$ cat src/sv/pfb_pkg.sv
package pfb_pkg;
   localparam int SCREEN_COLUMNS_DEFAULT = 128;
   localparam int SCREEN_ROWS_DEFAULT    = 64;

   localparam logic [2:0] ACT_START = 3'd0;
   localparam logic [2:0] ACT_BYTE  = 3'd1;
   localparam logic [2:0] ACT_CLEAR = 3'd2;
   localparam logic [2:0] ACT_CLALL = 3'd3;
   localparam logic [2:0] ACT_READ  = 3'd4;

   typedef enum logic [3:0] {
      ST_INIT, ST_IDLE, ST_CLRRD, ST_CLEAR, ST_RD1, ST_WR1, ST_RD2, ST_WR2, ST_RDB,
      ST_RDB2, ST_OUT
   } pfb_state_type;

   // Controller to datapath
   typedef struct packed {
      logic capture;   // latch request fields, set up operation
      logic clr_rd;    // read the byte at the clear walk position
      logic clr_step;  // write back one cleared byte and advance the walk
      logic rd_main;   // read primary byte address
      logic wr_main;   // write primary byte
      logic rd_spill;  // read spill byte address
      logic wr_spill;  // write spill byte
      logic rd_user;   // read byte for a read request
      logic finish;    // latch response
   } pfb_cmd_type;

   // Datapath to controller
   typedef struct packed {
      logic is_clear;  // request clears a rectangle or the whole store
      logic is_put;    // request writes a byte
      logic has_spill; // byte has a spill into next page
      logic is_read;   // request reads a byte
      logic clr_last;  // last byte of the clear walk
      logic clr_all;   // clear walk zeroes whole bytes, no read needed
   } pfb_stat_type;
endpackage

$ cat src/sv/pfb_ctrl.sv
module pfb_ctrl import pfb_pkg::*; (
   input  logic         clock,
   input  logic         reset,
   input  logic         req_fire,
   input  logic         rsp_busy,
   input  pfb_stat_type stat,
   output pfb_cmd_type  cmd,
   output logic         idle
);
   pfb_state_type state_ff, state_in;

   // Advance state; reset starts the store clearing pass
   always_ff @(posedge clock) begin
      if (reset) state_ff <= ST_INIT;
      else       state_ff <= state_in;
   end

   // Next state
   always_comb begin
      state_in = state_ff;
      unique case (state_ff)
         ST_INIT: if (stat.clr_last) state_in = ST_IDLE;
         ST_IDLE: if (req_fire) state_in = ST_RD1;
         ST_RD1: begin
            if (stat.is_clear)     state_in = stat.clr_all ? ST_CLEAR : ST_CLRRD;
            else if (stat.is_put)  state_in = ST_RDB;
            else if (stat.is_read) state_in = ST_RDB;
            else                   state_in = ST_OUT;
         end
         ST_CLRRD: state_in = ST_CLEAR;
         ST_CLEAR: begin
            if (stat.clr_last)     state_in = ST_OUT;
            else if (!stat.clr_all) state_in = ST_CLRRD;
         end
         ST_RDB:  state_in = stat.is_read ? ST_RDB2 : ST_WR1;
         ST_RDB2: state_in = ST_OUT;
         ST_WR1:  state_in = stat.has_spill ? ST_RD2 : ST_OUT;
         ST_RD2:  state_in = ST_WR2;
         ST_WR2:  state_in = ST_OUT;
         ST_OUT:  if (!rsp_busy) state_in = ST_IDLE;
         default: state_in = ST_IDLE;
      endcase
   end

   // Commands
   always_comb begin
      cmd = '0;
      unique case (state_ff)
         ST_INIT:  cmd.clr_step = 1'b1;
         ST_IDLE:  cmd.capture  = req_fire;
         ST_RD1:   begin
            cmd.rd_main = stat.is_put;
            cmd.rd_user = stat.is_read;
         end
         ST_CLRRD: cmd.clr_rd   = 1'b1;
         ST_CLEAR: cmd.clr_step = 1'b1;
         ST_RDB:   cmd.wr_main  = stat.is_put;
         ST_WR1:   cmd.rd_spill = stat.has_spill;
         ST_RD2:   cmd.wr_spill = 1'b1;
         ST_OUT:   cmd.finish   = !rsp_busy;
         default:  cmd = '0;
      endcase
   end

   assign idle = (state_ff == ST_IDLE);
endmodule

$ cat config.mk
export PLATFORM = sky130hd
export DESIGN_NAME = pfb_ctrl
export DESIGN_NICKNAME = d
export VERILOG_FILES = /design/src/sv/pfb_pkg.sv /design/src/sv/pfb_ctrl.sv
export SDC_FILE = /design/constraint.sdc
export NUM_CORES = 1
export LEC_CHECK = 0
export ABC_AREA = 0
export BUFFER_PORTS_ARGS = -buffer_cell sky130_fd_sc_hd__buf_4
export CAP_MARGIN = 20
export CORE_MARGIN = 2
export CORE_UTILIZATION = 30
export DETAILED_ROUTE_END_ITERATION = 10
export GPL_TIMING_DRIVEN = 0
export SYNTH_ARGS = -nofsm -noshare
export SYNTH_HDL_FRONTEND = slang
export SYNTH_SLANG_ARGS = --single-unit
$ cat constraint.sdc
create_clock -name clock -period 1.53 [get_ports clock]
set_input_delay 0.153 -clock clock [delete_from_list [all_inputs] [get_ports clock]]
set_output_delay 0.153 -clock clock [all_outputs]
set_load 0.005 [all_outputs]
==> flow_metrics.py, run 1 <==
metrics = {
    "floorplan": {
        "num_rows": 14,
        "core_mm2": 0.00151,
        "ios": 20,
        "fp.dieH_um": 44.2,
        "start_util": 0.321,
        "die_x_um": 44.2,
        "die_area_mm2": 0.00195,
    },
    "final_layout": {
        "mostFrequentLayoutCells": "buf_4 (19), nor2_1 (6), and3_1 (4), nor3_1 (4), clkbuf_4 (4)",
        "final_common_cell": "buf_4",
        "diodes": 0,
        "largest_register": "state_ff",
        "nets": 92,
        "areaGrowthSynthToFinish_pct": 42.6,
        "drive_above_1_share": 0.500,
        "nFillCells": 154,
        "reg_top3": "state_ff x4",
        "final_util": 0.458,
        "fin_area_um2": 691,
        "largest_reg_flops": 4,
    },
    "power_and_ir_drop": {
        "combPwrFrac": 0.459,
        "cellLeakagePower_nw": 0.301,
        "max-vdd-ir-drop_mv": 0.337,
        "p_int_mw": 0.323,
        "clkPwrFrac": 0.258,
        "seq_power_share": 0.283,
        "p_switching_mw": 0.158,
        "total_power_mw": 0.480,
        "powerDensity_mw_per_mm2": 696,
        "p_sw_frac": 0.328,
    },
    "critical_path": {
        "startpoint_type": "register",
        "crit_required_ps": 1380,
        "crit_path_end_kind": "output port",
        "worstPathArrival_ps": 1280,
        "crit_path_max_fanout": 7,
        "critical_path_class": "reg -> out",
    },
    "clock_network": {
        "cts_setup_buffers": 0,
        "path_clk_slew_ps": 40,
        "clock_latency_ps": 230,
        "clockBufferDepth": 2,
        "root_buffer": "clkbuf_4",
        "htree_levels": 1,
        "cts_tree": "built",
        "cts_sinks": 4,
        "cts_made_buffers": 3,
    },
    "timing": {
        "setup_viol": 0,
        "fmax_mhz": 699,
        "drv_slew": 0,
        "post-route-min-period_ps": 1430,
        "hold_viol": 0,
        "worst_pin_slew_ps": 261,
        "grt_setup_unrepaired": "no",
        "setup_tns_ps": 0,
        "slew-limit-headroom": 0.824,
        "period_share": 0.935,
        "fin_skew_ps": 1.50,
    },
    "global_route": {
        "overflow": 0,
        "antenna_found_initial": 0,
        "grt_max_degree": 11,
        "grt_pass1_vias": 464,
        "grt_usage": 0.134,
        "grt_pass1_wl_mm": 1.96,
    },
    "route": {
        "routed_wirelength_mm": 1.26,
        "vias": 521,
        "drt_iter0_drc": 3,
        "ant_nets": 0,
        "wl_per_cell_um": 13.2,
        "dr.pass1.iters": 3,
        "drc": 0,
        "vias_per_cell": 5.43,
    },
    "synthesis": {
        "synth_compound_area_frac": 0.289,
        "synth_xor_area_frac": 0,
        "muxShareOfSynthArea": 0,
        "yosys_register_bits": 4,
        "ys_types": 32,
        "yosysSeqAreaShare": 0.165,
        "synth_area_um2": 484,
        "synth_top_family_by_area": "simple AND/OR/NAND/NOR gates",
        "synthAdderAreaFrac": 0,
        "syn_nets": 68,
        "synth_warnings": 0,
        "synthSimpleGateAreaFrac": 0.457,
        "post_synth.cell_area_avg_um2": 8.35,
        "netlist_instances": 58,
    },
    "hold_path": {
        "hold_path.class": "in -> reg",
    },
    "placement": {
        "dp_hpwl_mm": 1.01,
        "port-buffer-count": 19,
        "gp_congestion": 0.769,
        "dpl_cell_area_um2": 647,
    },
    "run": {
        "drv_cap": 0,
    },
    "run_status": {
        "status": "completed",
    },
}
-- critical path, stage by stage, from the launching register on --
cell and delay [ps]:
dfxtp_2 390, nor2b_4 210, nor3b_2 200, and2_1 140, buf_4 100
-- layout make-up --
cell class	instances	area, um^2	area share
timing repair buffer	19	143	0.207
clock buffer	3	22.5	0.0326
tap	16	20.0	0.0290
buffer	4	41.3	0.0598
sequential	4	82.6	0.120
inverter	1	3.75	0.00543
multi-input combinational	49	378	0.547
-- per-stage QoR --
stage | worst slack (ps) | hold slack, ps | instances
floorplan | 361 | 222 | 58
global placement | 136 | 350 | 93
detailed placement | 97.9 | 358 | 93
CTS | 15.5 | 111 | 96
global route | 19.2 | 111 | 96
finish | 99.8 | 112 | 96
-- cell usage after synthesis, drive strengths merged --
cell type | number | area share
o2111ai | 1 | 0.018
o22a | 1 | 0.018
nor3 | 4 | 0.041
and3 | 4 | 0.052
o21bai | 1 | 0.016
o221a | 1 | 0.023
o21ai | 4 | 0.049
nor4 | 1 | 0.013
o21a | 2 | 0.031
and4b | 1 | 0.021
o211ai | 1 | 0.026
nand2b | 3 | 0.044
nor2 | 6 | 0.047
nor2b | 2 | 0.026
o211a | 1 | 0.021
or2b | 1 | 0.016
buf | 4 | 0.080
dfxtp | 4 | 0.17
nor4b | 3 | 0.080
and4bb | 2 | 0.052
and2b | 1 | 0.016
a21oi | 3 | 0.031
a2111oi | 1 | 0.031
inv | 1 | 0.0077
and2 | 2 | 0.026
a31oi | 2 | 0.026
nor3b | 1 | 0.026
-- what timing repair did --
action	in CTS	in global routing
setup endpoints to repair	2	3
hold buffers	0	0
resized for setup	3	4
pin swaps	0	0
-- routing by layer --
metal | global-route usage | vias up | wire [um]
met5 | 0 | - | 0
met4 | 0.0545 | 0 | 0
met2 | 0.229 | 13 | 609
li1 | - | 268 | -
met3 | 0.0204 | 0 | 77
met1 | 0.165 | 240 | 577
-- kinds of logic after synthesis --
logic type | Yosys count
AO/OA/AOI/OAI | 18
flip-flops | 4
AND/OR/NAND/NOR | 31
buffers and inverters | 5
-- path summary, 6_finish.rpt --
path	start	endpoint	slack, ps	cells after the start
min	reset	state_ff[1]	110	2
min reg2reg	state_ff[0]	state_ff[1]	680	3
max	state_ff[0]	cmd[8]	100	4
max reg2reg	state_ff[3]	state_ff[2]	240	4
-- power by group through the flow --
| stage | Combinational [mW] | Sequential, mW | Clock, mW |
|---|---|---|---|
| 6_report | 0.221 | 0.136 | 0.124 |
| 5_1_grt | 0.241 | 0.138 | 0.136 |
| 4_1_cts | 0.220 | 0.135 | 0.132 |
| 3_5_place_dp | 0.214 | 0.134 | 0 |
| 3_3_place_gp | 0.213 | 0.134 | 0 |
| 2_1_floorplan | 0.134 | 0.129 | 0 |
Power figures use the tool's default switching activity.
==> run 2: changes to the inputs <==
--- a/config.mk
+++ b/config.mk
@@ -12,6 +12,8 @@
 export CORE_UTILIZATION = 30
 export DETAILED_ROUTE_END_ITERATION = 10
 export GPL_TIMING_DRIVEN = 0
+export SETUP_SLACK_MARGIN = 0.5
+export SLEW_MARGIN = 15
 export SYNTH_ARGS = -nofsm -noshare
 export SYNTH_HDL_FRONTEND = slang
 export SYNTH_SLANG_ARGS = --single-unit
==> flow_metrics.py, run 2 (synthesized netlist as in run 1, its figures left out) <==
metrics = {
    "run_status": {
        "status": "completed",
    },
    "floorplan": {
        "start_util": 0.321,
        "fp.dieH_um": 44.2,
        "die_area_mm2": 0.00195,
        "die_x_um": 44.2,
        "core_mm2": 0.00151,
        "num_rows": 14,
        "ios": 20,
    },
    "clock_network": {
        "clockBufferDepth": 2,
        "root_buffer": "clkbuf_4",
        "path_clk_slew_ps": 40,
        "htree_levels": 1,
        "cts_sinks": 4,
        "cts_tree": "built",
        "cts_made_buffers": 3,
        "hold_buffers": 0,
        "clock_latency_ps": 230,
    },
    "global_route": {
        "gr-usage-met1": 0.237,
        "met2_usage": 0.309,
        "grt.busiest_layer": "met2",
        "overflow": 0,
        "grtUsageMet3": 0.0367,
        "grt_usage": 0.189,
        "antenna_found_initial": 0,
        "grt_pass1_wl_mm": 2.74,
        "grt_pass1_vias": 585,
        "grt_max_degree": 11,
    },
    "final_layout": {
        "mostFrequentLayoutCells": "buf_4 (29), buf_6 (6), nor2_1 (4), dfxtp_4 (4)",
        "reg_top3": "state_ff x4",
        "diodes": 0,
        "largest_register": "state_ff",
        "nets": 107,
        "fin_area_um2": 938,
        "fin_cells": 112,
        "areaGrowthSynthToFinish_pct": 93.8,
        "largest_reg_flops": 4,
        "drive_above_1_share": 0.708,
        "final_common_cell": "buf_4",
    },
    "critical_path": {
        "worstPathArrival_ps": 1220,
        "startpoint_type": "register",
        "reg2regPathDepth": 5,
        "cp-endpoint": "cmd[6]",
        "crit_path_end_kind": "output port",
        "worstReg2RegEnd": "state_ff[2]",
        "reg2reg_slack_ps": 250,
        "critPathLaunch": "state_ff[0]",
        "r2r-start": "state_ff[0]",
        "crit_required_ps": 1380,
        "critical_path_class": "reg -> out",
        "crit_path_max_fanout": 5,
    },
    "timing": {
        "fmax_mhz": 729,
        "setup_tns_ps": 0,
        "setup_viol": 0,
        "fin_skew_ps": 4.28,
        "grt_setup_unrepaired": "yes",
        "period_share": 0.897,
        "worst_pin_slew_ps": 261,
        "drv_slew": 0,
        "slew-limit-headroom": 0.826,
        "hold_viol": 0,
        "post-route-min-period_ps": 1370,
    },
    "route": {
        "vias": 646,
        "wl_per_cell_um": 16.1,
        "dr.pass1.iters": 4,
        "routed_wirelength_mm": 1.80,
        "drt_iter0_drc": 15,
        "ant_nets": 0,
        "vias_per_cell": 5.77,
        "drc": 0,
    },
    "power_and_ir_drop": {
        "max-vdd-ir-drop_mv": 0.458,
        "combPwrFrac": 0.574,
        "clkPwrFrac": 0.219,
        "powerDensity_mw_per_mm2": 695,
        "p_sw_frac": 0.334,
        "total_power_mw": 0.652,
        "cellLeakagePower_nw": 0.411,
        "seq_power_share": 0.207,
        "p_switching_mw": 0.218,
        "p_int_mw": 0.435,
    },
    "placement": {
        "dp_cells": 93,
        "dp_hpwl_mm": 1.04,
        "dpl_cell_area_um2": 687,
        "port-buffer-count": 19,
        "gp_congestion": 0.772,
    },
    "run": {
        "drv_cap": 0,
    },
    "hold_path": {
        "hold_path.class": "in -> reg",
    },
}
-- run 2: changes by cell type in the layout (fill, tap and decap cells not counted), moves of 2 or more --
cell,previous run,this run
dfxtp_2,2,0
nand2b_4,0,2
buf_6,3,6
and3_4,0,2
and3_1,4,2
buf_4,19,29
buf_8,0,2
nor3_1,4,2
nor2_1,6,4
dfxtp_1,2,0
dfxtp_4,0,4
-- run 2: final cells by class --
class                      count  area, um^2
tap                           16        20.0
sequential                     4        95.1
timing repair buffer          34         283
multi-input combinational     49         458
buffer                         4        52.6
fill                         129         568
clock buffer                   4        26.3
inverter                       1        3.75
-- run 2: worst min-delay path by stage --
stage	from	endpoint	depth (start not counted)
floorplan	reset	state_ff[1]	1
global route	reset	state_ff[3]	2
global placement	reset	state_ff[1]	2
CTS	reset	state_ff[3]	2
finish	reset	state_ff[3]	2
detailed placement	reset	state_ff[1]	2
-- run 2: what timing repair did --
action	in CTS	in global routing
pin swaps	7	5
setup buffers	9	6
gates resized for setup	17	9
endpoints found under the setup margin	14	14
-- run 2: stage by stage --
| step | hold WS (ps) | util | setup WS, ps |
|---|---|---|---|
| floorplan | 215 | - | 418 |
| global placement | 335 | 0.456 | 302 |
| detailed placement | 341 | 0.456 | 297 |
| CTS | 86.3 | 0.567 | 174 |
| global route | 95.8 | 0.623 | 109 |
| finish | 104 | 0.623 | 158 |
-- run 2: worst max-delay path, cell delays in order (launching register included) --
cell,delay (ps)
dfxtp_4,360
nor2b_4,130
buf_4,130
nor4_2,210
buf_4,150
-- run 2: routing by layer --
metal,wire [um],vias up
met1,745,298
met5,0,-
li1,-,303
met4,39,0
met3,131,6
met2,881,39
-- run 2: power by group through the flow --
stage	clock network [mW]	registers, mW	logic, mW
after global placement	0	0.136	0.229
after global routing	0.166	0.136	0.395
final	0.143	0.135	0.374
after detailed placement	0	0.135	0.230
after CTS	0.154	0.133	0.307
after floorplan	0	0.130	0.147
==> run 3: changes to the inputs <==
--- a/config.mk
+++ b/config.mk
@@ -5,10 +5,9 @@
 export SDC_FILE = /design/constraint.sdc
 export NUM_CORES = 1
 export LEC_CHECK = 0
-export ABC_AREA = 0
+export ABC_AREA = 1
 export BUFFER_PORTS_ARGS = -buffer_cell sky130_fd_sc_hd__buf_4
 export CAP_MARGIN = 20
-export CORE_MARGIN = 2
 export CORE_UTILIZATION = 30
 export DETAILED_ROUTE_END_ITERATION = 10
 export GPL_TIMING_DRIVEN = 0
==> flow_metrics.py, run 3 <==
metrics = {
    "route": {
        "drc": 0,
        "ant_nets": 0,
        "dr.pass1.iters": 6,
        "routed_wirelength_mm": 1.44,
        "vias": 640,
        "vias_per_cell": 4.67,
        "drt_iter0_drc": 15,
        "wl_per_cell_um": 10.5,
    },
    "synthesis": {
        "synthFlopType": "dfxtp_1",
        "synth_edf_count": 0,
        "synth_largest_area_cell": "nand2_1",
        "netlist_instances": 90,
        "ys_top_cells_by_count": "nand2_1 (25), nor2_1 (21), inv_1 (13), nand3_1 (6)",
        "yosys-top-cells-area": "nand2_1 (21%), dfxtp_1 (18%), nor2_1 (18%)",
        "synth_compound_area_frac": 0.0952,
        "synth_warnings": 0,
        "synth_xor_area_frac": 0,
        "synthArstFlopShare": 0,
        "yosysSeqAreaShare": 0.179,
        "synthAdderAreaFrac": 0,
        "ys_types": 14,
        "muxShareOfSynthArea": 0,
        "yosysTopAreaCellShare": 0.210,
        "post_synth.cell_area_avg_um2": 4.96,
        "synth_top_family_by_area": "simple AND/OR/NAND/NOR gates",
        "syn_nets": 100,
        "synthSimpleGateAreaFrac": 0.583,
        "yosys_register_bits": 4,
        "synth_area_um2": 447,
        "synth_most_common_cell": "nand2_1",
    },
    "floorplan": {
        "ios": 20,
        "start_util": 0.331,
        "die_area_mm2": 0.00165,
        "core_mm2": 0.00135,
        "fp.dieH_um": 40.6,
        "die_x_um": 40.6,
        "num_rows": 13,
    },
    "final_layout": {
        "nFillCells": 137,
        "diodes": 0,
        "final_common_cell": "buf_4",
        "largest_register": "state_ff",
        "mostFrequentLayoutCells": "buf_4 (29), nand2_1 (18), nor2_1 (14)",
        "nets": 134,
        "regArea_um2": 95.1,
        "largest_reg_flops": 4,
        "reg_top3": "state_ff x4",
        "drive_above_1_share": 0.516,
        "final_util": 0.598,
        "areaGrowthSynthToFinish_pct": 80.7,
        "multi_input_area_um2": 382,
    },
    "clock_network": {
        "clock_latency_ps": 230,
        "path_clk_slew_ps": 40,
        "cts_made_buffers": 3,
        "root_buffer": "clkbuf_4",
        "cts_tree": "built",
        "cts_sinks": 4,
        "clockBufferDepth": 2,
        "hold_buffers": 0,
        "htree_levels": 1,
    },
    "global_route": {
        "grt_pass1_wl_mm": 2.12,
        "grt_usage": 0.195,
        "grt_max_degree": 7,
        "grt_pass1_vias": 546,
        "antenna_found_initial": 0,
        "overflow": 0,
    },
    "timing": {
        "setup_tns_ps": 0,
        "hold_viol": 0,
        "worst_pin_slew_ps": 180,
        "setup_viol": 0,
        "post-route-min-period_ps": 1260,
        "drv_slew": 0,
        "slew-limit-headroom": 0.879,
        "fmax_mhz": 793,
        "fin_skew_ps": 6.01,
        "period_share": 0.824,
        "grt_setup_unrepaired": "yes",
    },
    "power_and_ir_drop": {
        "p_int_mw": 0.680,
        "max-vdd-ir-drop_mv": 0.546,
        "combPwrFrac": 0.703,
        "p_sw_frac": 0.476,
        "cellLeakagePower_nw": 0.443,
        "clkPwrFrac": 0.100,
        "powerDensity_mw_per_mm2": 1610,
        "seq_power_share": 0.197,
        "p_switching_mw": 0.618,
    },
    "placement": {
        "gp_congestion": 0.780,
        "port-buffer-count": 19,
        "dp_hpwl_mm": 1.03,
    },
    "critical_path": {
        "startpoint_type": "register",
        "reg2regPathDepth": 9,
        "critical_path_class": "reg -> out",
        "crit_path_end_kind": "output port",
        "worstPathArrival_ps": 1110,
        "crit_required_ps": 1380,
        "crit_path_max_fanout": 5,
    },
    "hold_path": {
        "hold_path.class": "in -> reg",
        "holdPathStages": 2,
    },
    "run": {
        "drv_cap": 0,
    },
    "run_status": {
        "status": "completed",
    },
}
==> run 3: cell types whose count changed after synthesis, sizes merged, moves of 3 or more <==
cell    delta
nand3      +6
nand2b     -3
inv       +16
and3       -4
nor4b      -3
nor2      +20
buf        -4
nand2     +25
nor3       -3
==> run 3: kinds of logic (layout without fill, tap and decap cells) <==
group / Yosys count / after routing
compound gates: 8 / 8
buf+inv: 17 / 49
flops: 4 / 4
simple gates: 61 / 61
==> run 3: what timing repair did <==
item,4_1_cts,5_1_grt
pin swaps,6,5
resized for setup,19,10
endpoints found under the setup margin,14,14
buffers inserted,6,4
cloned,0,0
==> run 3: per-layer routing <==
metal | GRT usage | share of wire
met5 | 0 | 0
met2 | 0.361 | 0.53
met4 | 0.0333 | 0.0070
met1 | 0.216 | 0.43
met3 | 0.0611 | 0.029
==> run 3: through the flow <==
| stage | hold WS [ps] | instances | setup slack (ps) | instance area [um^2] | total power, mW |
|---|---|---|---|---|---|
| finish | 88.9 | 137 | 269 | 807 | 1.30 |
| global route | 69.4 | 137 | 189 | 807 | 1.41 |
| CTS | 87.1 | 133 | 267 | 747 | 1.17 |
| detailed placement | 328 | 124 | 318 | 627 | 0.859 |
| global placement | 325 | 124 | 315 | 627 | 0.861 |
| floorplan | 215 | 90 | 468 | 465 | 0.646 |
==> run 3: final timing paths <==
kind | from | endpoint | slack (ps)
min | reset | state_ff[3] | 90
max | state_ff[0] | cmd[6] | 270
max reg2reg | state_ff[0] | state_ff[0] | 270
min reg2reg | state_ff[1] | state_ff[1] | 570
==> run 3: power groups by stage <==
stage | sequential (mW) | combinational [mW] | clock (mW)
2_1_floorplan | 0.204 | 0.442 | 0
3_3_place_gp | 0.215 | 0.646 | 0
3_5_place_dp | 0.215 | 0.643 | 0
4_1_cts | 0.243 | 0.796 | 0.133
5_1_grt | 0.263 | 1.00 | 0.152
6_report | 0.256 | 0.913 | 0.130
==> run 3: area by class of cell <==
type	instances	area share
inverter	17	0.0884
timing repair buffer	29	0.270
clock buffer	3	0.0279
multi-input combinational	69	0.473
sequential	4	0.118
tap	15	0.0233
==> run 3: critical path, cell delays in order (launching register included) <==
cell     delay, ps
dfxtp_4        370
nor2_4         200
inv_2           80
a21oi_2        120
buf_4          110
